==> src/rtl/core/tcfq_pkg.sv <==
`timescale 1ns / 1ps
// ----------------------------------------------------------------------------
// tcfq_pkg: shared types for the timed CAN frame queue
// Frame and table entry layouts, result codes, register indexes, FSM states.
// ----------------------------------------------------------------------------
package tcfq_pkg;

  localparam int IdentW   = 29;
  localparam int LenW     = 4;
  localparam int PayloadW = 64;
  localparam int TimeW    = 16;
  localparam int NowW     = 32;
  localparam int CfgAddrW = 2;
  localparam int CfgDataW = 64;

  typedef struct packed {
    logic [IdentW-1:0]   ident;
    logic                extended;
    logic [LenW-1:0]     length;
    logic [PayloadW-1:0] payload;
  } frame_t;

  typedef struct packed {
    frame_t           frame;
    logic [TimeW-1:0] send_time;
  } entry_t;

  typedef enum logic [1:0] {
    STATUS_ACCEPTED = 2'd0,
    STATUS_FULL     = 2'd1,
    STATUS_QUEUED   = 2'd2,
    STATUS_DEFAULT  = 2'd3
  } status_e;

  typedef enum logic [CfgAddrW-1:0] {
    CFG_DEF_IDENT    = 2'd0,
    CFG_DEF_EXTENDED = 2'd1,
    CFG_DEF_LENGTH   = 2'd2,
    CFG_DEF_PAYLOAD  = 2'd3
  } cfg_reg_e;

  typedef enum logic [3:0] {
    ST_IDLE   = 4'b0001,
    ST_SCAN   = 4'b0010,
    ST_SHIFT  = 4'b0100,
    ST_FINISH = 4'b1000
  } state_e;

endpackage

==> src/rtl/core/timed_can_frame_queue_top.sv <==
`timescale 1ns / 1ps
// ----------------------------------------------------------------------------
// timed_can_frame_queue_top: compacted queue of timed CAN frames
// Enqueue appends a frame with its send time; a request removes the
// highest-index entry whose time is at or after now, or returns the default.
// ----------------------------------------------------------------------------
//
//  channel | handshake              | payload
//  --------+------------------------+---------------------------------------
//  in      | in_valid_i/in_ready_o  | func, frame_*, send_time, now_ms
//  out     | out_valid_o/out_ready_i| status, out_ident/extended/length/payload
//  cfg     | cfg_we_i (no wait)     | cfg_addr_i, cfg_wdata_i
//
//  Enqueue: accept + table write in idle, then result load in finish.
//  Request over n stored entries: scan s entries top-down (1..n), then
//  move m entries down after the pick (0..n-1), then load the result; the
//  single-port-read table RAM and one 32-bit time comparator serialise both.
//  Reset clears the entry count; table contents need no clearing.
//  in_ready_o is high only in idle; a stalled out beat holds the finished
//  result in the finish state until the out slot frees.
//
module timed_can_frame_queue_top #(
  parameter int QUEUE_DEPTH = 10
) (
  input  logic                           clk_i,
  input  logic                           rst_ni,
  // configuration
  input  logic                           cfg_we_i,
  input  logic [tcfq_pkg::CfgAddrW-1:0]  cfg_addr_i,
  input  logic [tcfq_pkg::CfgDataW-1:0]  cfg_wdata_i,
  // input beats
  input  logic                           in_valid_i,
  output logic                           in_ready_o,
  input  logic                           func_i,
  input  logic [tcfq_pkg::IdentW-1:0]    frame_ident_i,
  input  logic                           frame_extended_i,
  input  logic [tcfq_pkg::LenW-1:0]      frame_length_i,
  input  logic [tcfq_pkg::PayloadW-1:0]  frame_payload_i,
  input  logic [tcfq_pkg::TimeW-1:0]     send_time_i,
  input  logic [tcfq_pkg::NowW-1:0]      now_ms_i,
  // result beats
  output logic                           out_valid_o,
  input  logic                           out_ready_i,
  output logic [1:0]                     status_o,
  output logic [tcfq_pkg::IdentW-1:0]    out_ident_o,
  output logic                           out_extended_o,
  output logic [tcfq_pkg::LenW-1:0]      out_length_o,
  output logic [tcfq_pkg::PayloadW-1:0]  out_payload_o
);

  localparam int IdxW = (QUEUE_DEPTH > 1) ? $clog2(QUEUE_DEPTH) : 1;
  localparam int CntW = $clog2(QUEUE_DEPTH + 1);

  // configuration registers (default frame)
  tcfq_pkg::frame_t default_q;

  always_ff @(posedge clk_i or negedge rst_ni) begin
    if (!rst_ni) begin
      default_q <= '0;
    end else if (cfg_we_i) begin
      case (cfg_addr_i)
        tcfq_pkg::CFG_DEF_IDENT:    default_q.ident    <= cfg_wdata_i[tcfq_pkg::IdentW-1:0];
        tcfq_pkg::CFG_DEF_EXTENDED: default_q.extended <= cfg_wdata_i[0];
        tcfq_pkg::CFG_DEF_LENGTH:   default_q.length   <= cfg_wdata_i[tcfq_pkg::LenW-1:0];
        tcfq_pkg::CFG_DEF_PAYLOAD:  default_q.payload  <= cfg_wdata_i;
        default: ;
      endcase
    end
  end

  // control state
  tcfq_pkg::state_e state_q, state_d;
  logic [CntW-1:0]  count_q, count_d;
  logic [IdxW-1:0]  idx_q, idx_d;
  logic             out_valid_q, out_valid_d;

  // payload state
  logic [tcfq_pkg::NowW-1:0] now_q, now_d;
  tcfq_pkg::frame_t          res_frame_q, res_frame_d;
  tcfq_pkg::status_e         res_status_q, res_status_d;
  tcfq_pkg::frame_t          out_frame_q;
  tcfq_pkg::status_e         out_status_q;

  // table RAM
  logic                ram_we;
  logic [IdxW-1:0]     ram_waddr;
  tcfq_pkg::entry_t    ram_wdata;
  logic [IdxW-1:0]     ram_raddr;
  tcfq_pkg::entry_t    ram_rdata;

  tcfq_ram #(
    .Width ($bits(tcfq_pkg::entry_t)),
    .Depth (QUEUE_DEPTH)
  ) u_table (
    .clk_i   (clk_i),
    .we_i    (ram_we),
    .waddr_i (ram_waddr),
    .wdata_i (ram_wdata),
    .raddr_i (ram_raddr),
    .rdata_o (ram_rdata)
  );

  logic             in_accept;
  logic             out_free;
  logic [CntW-1:0]  cnt_m1;
  logic [CntW-1:0]  idx_ext;
  logic             time_hit;
  logic [CntW-1:0]  idx_p1;
  logic [CntW-1:0]  idx_p2;
  tcfq_pkg::entry_t in_entry;

  assign in_ready_o = (state_q == tcfq_pkg::ST_IDLE);
  assign in_accept  = in_valid_i && in_ready_o;
  assign out_free   = !out_valid_q || out_ready_i;
  assign cnt_m1     = count_q - CntW'(1);
  assign idx_ext    = CntW'(idx_q);
  assign idx_p1     = idx_ext + CntW'(1);
  assign idx_p2     = idx_ext + CntW'(2);

  // shared comparator: stored time, zero-extended, against now
  assign time_hit = ({{(tcfq_pkg::NowW - tcfq_pkg::TimeW){1'b0}}, ram_rdata.send_time}
                     >= now_q);

  assign in_entry.frame.ident    = frame_ident_i;
  assign in_entry.frame.extended = frame_extended_i;
  assign in_entry.frame.length   = frame_length_i;
  assign in_entry.frame.payload  = frame_payload_i;
  assign in_entry.send_time      = send_time_i;

  // sequencer: enqueue, or scan for the top due entry and move later ones down
  always_comb begin
    state_d      = state_q;
    count_d      = count_q;
    idx_d        = idx_q;
    now_d        = now_q;
    res_frame_d  = res_frame_q;
    res_status_d = res_status_q;
    out_valid_d  = out_ready_i ? 1'b0 : out_valid_q;
    ram_we       = 1'b0;
    ram_waddr    = count_q[IdxW-1:0];
    ram_wdata    = in_entry;
    ram_raddr    = cnt_m1[IdxW-1:0];

    case (state_q)
      tcfq_pkg::ST_IDLE: begin
        if (in_accept) begin
          now_d = now_ms_i;
          if (func_i) begin
            if (count_q == '0) begin
              res_frame_d  = default_q;
              res_status_d = tcfq_pkg::STATUS_DEFAULT;
              state_d      = tcfq_pkg::ST_FINISH;
            end else begin
              idx_d   = cnt_m1[IdxW-1:0];
              state_d = tcfq_pkg::ST_SCAN;
            end
          end else begin
            res_frame_d = '0;
            if (count_q < CntW'(QUEUE_DEPTH)) begin
              ram_we       = 1'b1;
              count_d      = count_q + CntW'(1);
              res_status_d = tcfq_pkg::STATUS_ACCEPTED;
            end else begin
              res_status_d = tcfq_pkg::STATUS_FULL;
            end
            state_d = tcfq_pkg::ST_FINISH;
          end
        end
      end
      tcfq_pkg::ST_SCAN: begin
        if (time_hit) begin
          res_frame_d  = ram_rdata.frame;
          res_status_d = tcfq_pkg::STATUS_QUEUED;
          if (idx_ext == cnt_m1) begin
            count_d = cnt_m1;
            state_d = tcfq_pkg::ST_FINISH;
          end else begin
            ram_raddr = idx_p1[IdxW-1:0];
            state_d   = tcfq_pkg::ST_SHIFT;
          end
        end else if (idx_q == '0) begin
          res_frame_d  = default_q;
          res_status_d = tcfq_pkg::STATUS_DEFAULT;
          state_d      = tcfq_pkg::ST_FINISH;
        end else begin
          idx_d     = idx_q - IdxW'(1);
          ram_raddr = idx_q - IdxW'(1);
        end
      end
      tcfq_pkg::ST_SHIFT: begin
        // read data holds entry idx+1; it moves down to idx
        ram_we    = 1'b1;
        ram_waddr = idx_q;
        ram_wdata = ram_rdata;
        if (idx_p1 == cnt_m1) begin
          count_d = cnt_m1;
          state_d = tcfq_pkg::ST_FINISH;
        end else begin
          idx_d     = idx_q + IdxW'(1);
          ram_raddr = idx_p2[IdxW-1:0];
        end
      end
      tcfq_pkg::ST_FINISH: begin
        if (out_free) begin
          out_valid_d = 1'b1;
          state_d     = tcfq_pkg::ST_IDLE;
        end
      end
      default: begin
        state_d = tcfq_pkg::ST_IDLE;
      end
    endcase
  end

  always_ff @(posedge clk_i or negedge rst_ni) begin
    if (!rst_ni) begin
      state_q     <= tcfq_pkg::ST_IDLE;
      count_q     <= '0;
      idx_q       <= '0;
      out_valid_q <= 1'b0;
    end else begin
      state_q     <= state_d;
      count_q     <= count_d;
      idx_q       <= idx_d;
      out_valid_q <= out_valid_d;
    end
  end

  always_ff @(posedge clk_i) begin
    now_q        <= now_d;
    res_frame_q  <= res_frame_d;
    res_status_q <= res_status_d;
    if (state_q == tcfq_pkg::ST_FINISH && out_free) begin
      out_frame_q  <= res_frame_q;
      out_status_q <= res_status_q;
    end
  end

  assign out_valid_o    = out_valid_q;
  assign status_o       = out_status_q;
  assign out_ident_o    = out_frame_q.ident;
  assign out_extended_o = out_frame_q.extended;
  assign out_length_o   = out_frame_q.length;
  assign out_payload_o  = out_frame_q.payload;

`ifndef ASSERT_OFF
  a_state_onehot: assert property (@(posedge clk_i) disable iff (!rst_ni)
    $onehot(state_q))
    else $error("sequencer state not one-hot");

  a_count_bound: assert property (@(posedge clk_i) disable iff (!rst_ni)
    count_q <= CntW'(QUEUE_DEPTH))
    else $error("entry count above queue depth");

  a_shift_in_range: assert property (@(posedge clk_i) disable iff (!rst_ni)
    (state_q == tcfq_pkg::ST_SHIFT) |-> (idx_p1 < count_q))
    else $error("shift source beyond last entry");

  a_full_drop: assert property (@(posedge clk_i) disable iff (!rst_ni)
    (in_accept && !func_i && count_q == CntW'(QUEUE_DEPTH)) |=> $stable(count_q))
    else $error("count changed on enqueue into full queue");

  a_busy_after_accept: assert property (@(posedge clk_i) disable iff (!rst_ni)
    in_accept |=> !in_ready_o)
    else $error("ready again right after accepting a beat");
`endif

endmodule

==> src/rtl/core/tcfq_ram.sv <==
`timescale 1ns / 1ps
// ----------------------------------------------------------------------------
// tcfq_ram: generic simple dual-port RAM
// One write port, one read port, registered read data.
// ----------------------------------------------------------------------------
module tcfq_ram #(
  parameter int Width = 8,
  parameter int Depth = 16
) (
  input  logic                                    clk_i,
  input  logic                                    we_i,
  input  logic [((Depth > 1) ? $clog2(Depth) : 1)-1:0] waddr_i,
  input  logic [Width-1:0]                        wdata_i,
  input  logic [((Depth > 1) ? $clog2(Depth) : 1)-1:0] raddr_i,
  output logic [Width-1:0]                        rdata_o
);

  logic [Width-1:0] mem_q [Depth];
  logic [Width-1:0] rdata_q;

  always_ff @(posedge clk_i) begin
    if (we_i) begin
      mem_q[waddr_i] <= wdata_i;
    end
    rdata_q <= mem_q[raddr_i];
  end

  assign rdata_o = rdata_q;

endmodule
==> config.mk <==
export PLATFORM = sky130hd
export DESIGN_NAME = timed_can_frame_queue_top
export DESIGN_NICKNAME = d
export VERILOG_FILES = /design/src/rtl/core/tcfq_pkg.sv /design/src/rtl/core/timed_can_frame_queue_top.sv /design/src/rtl/core/tcfq_ram.sv
export SDC_FILE = /design/constraint.sdc
export NUM_CORES = 2
export LEC_CHECK = 0
export ABC_AREA = 1
export BUFFER_PORTS_ARGS = -buffer_cell sky130_fd_sc_hd__buf_2
export CELL_PAD_IN_SITES_DETAIL_PLACEMENT = 0
export CELL_PAD_IN_SITES_GLOBAL_PLACEMENT = 1
export CORE_ASPECT_RATIO = 1.75
export CORE_UTILIZATION = 25
export CTS_BUF_LIST = sky130_fd_sc_hd__clkbuf_8
export DETAILED_ROUTE_END_ITERATION = 10
export GPL_TIMING_DRIVEN = 0
export PLACE_DENSITY_LB_ADDON = 0.15
export SLEW_MARGIN = 40
export SYNTH_ARGS = -nofsm -noshare
export SYNTH_HDL_FRONTEND = slang
export SYNTH_SLANG_ARGS = --single-unit
==> constraint.sdc <==
create_clock -name clk_i -period 8 [get_ports clk_i]
set_input_delay 0.4 -clock clk_i [delete_from_list [all_inputs] [get_ports clk_i]]
set_output_delay 0.4 -clock clk_i [all_outputs]
set_load 0.05 [all_outputs]
==> summary.md <==
| Metric | Value |
|---|---|
| Post-layout nets | `6986` |
| Worst EP required | `8.83 ns` |
| Via density | `4.45` |
| CTS buffer count | `277` |
| Worst VDD drop | `0.000224 V` |
| Vias in the first global route | `47.0k` |
| End of the critical path | `u_table.rdata_o[84]` |
| Htree depth | `5` |
| Yosys warnings | `0` |
| RSZ-0062 raised after global routing | `no` |
| DR WL/cell | `25.0 um` |
| Synth Instances | `5864` |
| Die extent in y | `683 um` |
| Hold Path Class | `in2reg` |
| CTS tree | `built` |
| RR Startpoint | `now_q[15]` |
| Share of the synthesized area in the top cell type | `0.622` |
| Clock Tree Root | `clkbuf_8` |
| R2R Setup Slk | `3.35 ns` |
| Final ANT Viol Nets | `0` |
| Clock slew at reported path FFs | `0.07 ns` |
| Die Wd | `391 um` |
| Fin crit period | `4.65 ns` |
| EDFF count, synth | `1372` |
| Critical R2R Capture | `u_table.rdata_o[84]` |
| Primary FF master, synth | `edfxtp_1` |
| CTS sink count | `1597` |
| PortBufs | `319` |
| First-pass GRT wire length | `362 mm` |
| Cell Rows | `249` |
| Vias | `46.7k` |
| Final setup fails | `0` |
| Seq/Total Area, Yosys | `0.698` |
| Final Skew | `0.0847 ns` |
| Dpl hpwl | `191 mm` |
| Max clock buf depth | `4` |
| Die area | `267000 um^2` |
| Commonest non-fill, non-tap cell in the layout | `edfxtp_1` |
| Final Hold Fails | `10` |
| Resized cells post-CTS | `0` |
| Post-synth cell types | `42` |
| Crit-path max FO | `10` |
| Main area contributors after synthesis | `edfxtp_1, nand3_1, inv_1` |
| Share of post-route cells with drive strength above 1 | `0.178` |
| GRT Util Overall | `0.193` |
| Max-slew violations | `0` |
| Initial antenna violation count | `42` |
| CP Capture Type | `flop` |
| Fillers | `26.9k` |
| Initial Util | `0.252` |
| Worst-Margin Slew | `0.988 ns` |
| Fmax | `215 MHz` |
| Power Dens Cells | `388 nW/um^2` |
| Crit path DAT | `5.48 ns` |
| Wirelength, routed | `262 mm` |
| Tot Pwr | `31800 uW` |
| Iter 0 DRT Violations | `3261` |
| Syn Area/Cell | `11.3 um^2` |
| Grt ovf | `0` |
| Setup Slack @ Placement | `3.28 ns` |
| Lkg Pwr | `0.0336 uW` |
| Ports | `320` |
| Post-synth top area cell | `edfxtp_1` |
| Synth async-reset ratio | `0.0695` |
| Status | `finished with violations` |
| Area growth, synth to finish | `23.6%` |
| Worst reg2reg path depth | `16` |
| Cell area after synthesis | `66200 um^2` |
| Hold Slack | `-0.0515 ns` |
| Tcrit/Tclk final | `0.581` |
| Setup_tns | `0 ns` |
| Commonest cells after routing, fill and taps aside | `edfxtp_1, nand3_1, inv_1, nand2_1, buf_2` |
| Fin worst setup slack | `3.35 ns` |
| Detailed Routing Iterations Pass 1 | `5` |
| Final core occ | `0.311` |
| Max-cap viol count | `0` |
| # DRC | `0` |
| Pin count of the biggest net entering global routing | `55` |
| Post-CTS Setup Repair Bufs | `0` |
| Setup crit start | `now_q[15]` |
| Failing checks | `negative hold slack` |
| Yosys reg bits | `1597` |
| CP Launch Type | `flop` |
| Hold Crit Start | `frame_payload_i[37]` |
| Core Area | `263000 um^2` |
| GPL Wtd Cong | `0.800` |
| Relative slew margins | `0.335` |
| WS Path Type | `reg2reg` |
| Skew-Pair Late Insertion Delay | `0.96 ns` |
| Mapped Nets | `6105` |
-- cell usage after synthesis, types with 5 or more instances --
master,n
edfxtp_1,1372
nand2_1,874
nand3b_1,114
nand2_2,5
a21oi_1,7
buf_1,20
inv_2,9
o21ai_0,284
clkbuf_1,165
ha_1,23
nand3_1,1258
dfrtp_1,110
mux2_2,35
or2_2,114
buf_2,147
buf_4,16
nor4_1,5
nor2_1,53
dfxtp_1,114
inv_1,983
o211ai_1,114
-- final cells by class --
type,count,area [um^2],share of cell area
clock inverters,183,952,0.0116
multi-input cells,2924,15000,0.183
plain buffers,349,1600,0.0195
clock buffers,306,4210,0.0514
repair buffers,602,5760,0.0704
inverters,994,3730,0.0455
diodes,13,32.5,0.000397
flip-flops and latches,1597,46300,0.565
well taps,3514,4400,0.0537
-- per-stage QoR --
| stage | cell area, um^2 | instances |
|---|---|---|
| after floorplan | 66200 | 5864 |
| after global placement | 72200 | 9697 |
| after detailed placement | 75300 | 9842 |
| after CTS | 81800 | 10500 |
| after global routing | 81900 | 10500 |
| final | 81900 | 10500 |
-- timing repair --
item	4_1_cts	5_1_grt
hold buffers	135	1
endpoints found under the hold margin	489	10
setup endpoints to repair	0	0
-- cell families after synthesis --
group                      synth area share
AOI/OAI and AO/OA                    0.0369
xor gates and xnor gates           0.000661
adders and majority gates           0.00434
buffers and inverters                0.0799
DFF                                   0.698
muxes                               0.00595
and+or+nand+nor                       0.174
-- metal layers --
| metal | part of all wire | routed length (um) | vias up | track usage |
|---|---|---|---|---|
| li1 | - | - | 21700 | - |
| met4 | 0.031 | 8100 | 0 | 0.0619 |
| met3 | 0.053 | 13800 | 392 | 0.0302 |
| met5 | 0 | 0 | - | 0 |
| met1 | 0.41 | 108000 | 23100 | 0.237 |
| met2 | 0.50 | 132000 | 1467 | 0.342 |
-- how the worst min path moves through the flow --
stage | end | depth (start not counted) | slack [ns]
3_3_place_gp | out_payload_o[59] | 0 | 0.40
6_report | u_table.mem_q[0][53] | 3 | -0.05
5_1_grt | u_table.mem_q[8][53] | 3 | -0.008
4_1_cts | u_table.mem_q[1][2] | 3 | 0.02
3_5_place_dp | out_valid_o | 1 | 0.20
2_1_floorplan | count_q[0] | 0 | 0.10
-- sequential cells by signal (all words and copies together), names as in the netlist --
signal,flops
idx_ext,4
out_payload_o,64
out_length_o,4
out_extended_o,1
status_o,2
out_valid_o,1
state_q,4
res_frame_q,98
count_q,4
out_ident_o,29
u_table.mem_q,1140
u_table.rdata_o,114
res_status_q,2
default_q,98
now_q,32
-- report_power, final --
part	switching (uW)	internal [uW]	leakage, uW
Sequential	454	10300	0.0148
Combinational	10200	3580	0.0158
Clock	3570	3730	0.00305
Total	14200	17600	0.0336
-- worst max-delay path, cell delays in order, from the launching register on --
cell and delay [ns]:
edfxtp_1 0.33, inv_1 0.04, ha_1 0.28, nand2_1 0.09, nor2_1 0.22, nand2_1 0.23
nor2_1 0.15, nor2_1 0.05, nand2_1 0.21, nand2_1 0.22, nand3_1 0.16, nand4_1 0.41
clkinv_1 0.44, buf_2 0.74, clkbuf_1 0.63, o211ai_1 0.14, nand2_1 0.12
Note: power is estimated with default switching activity, not from simulation.
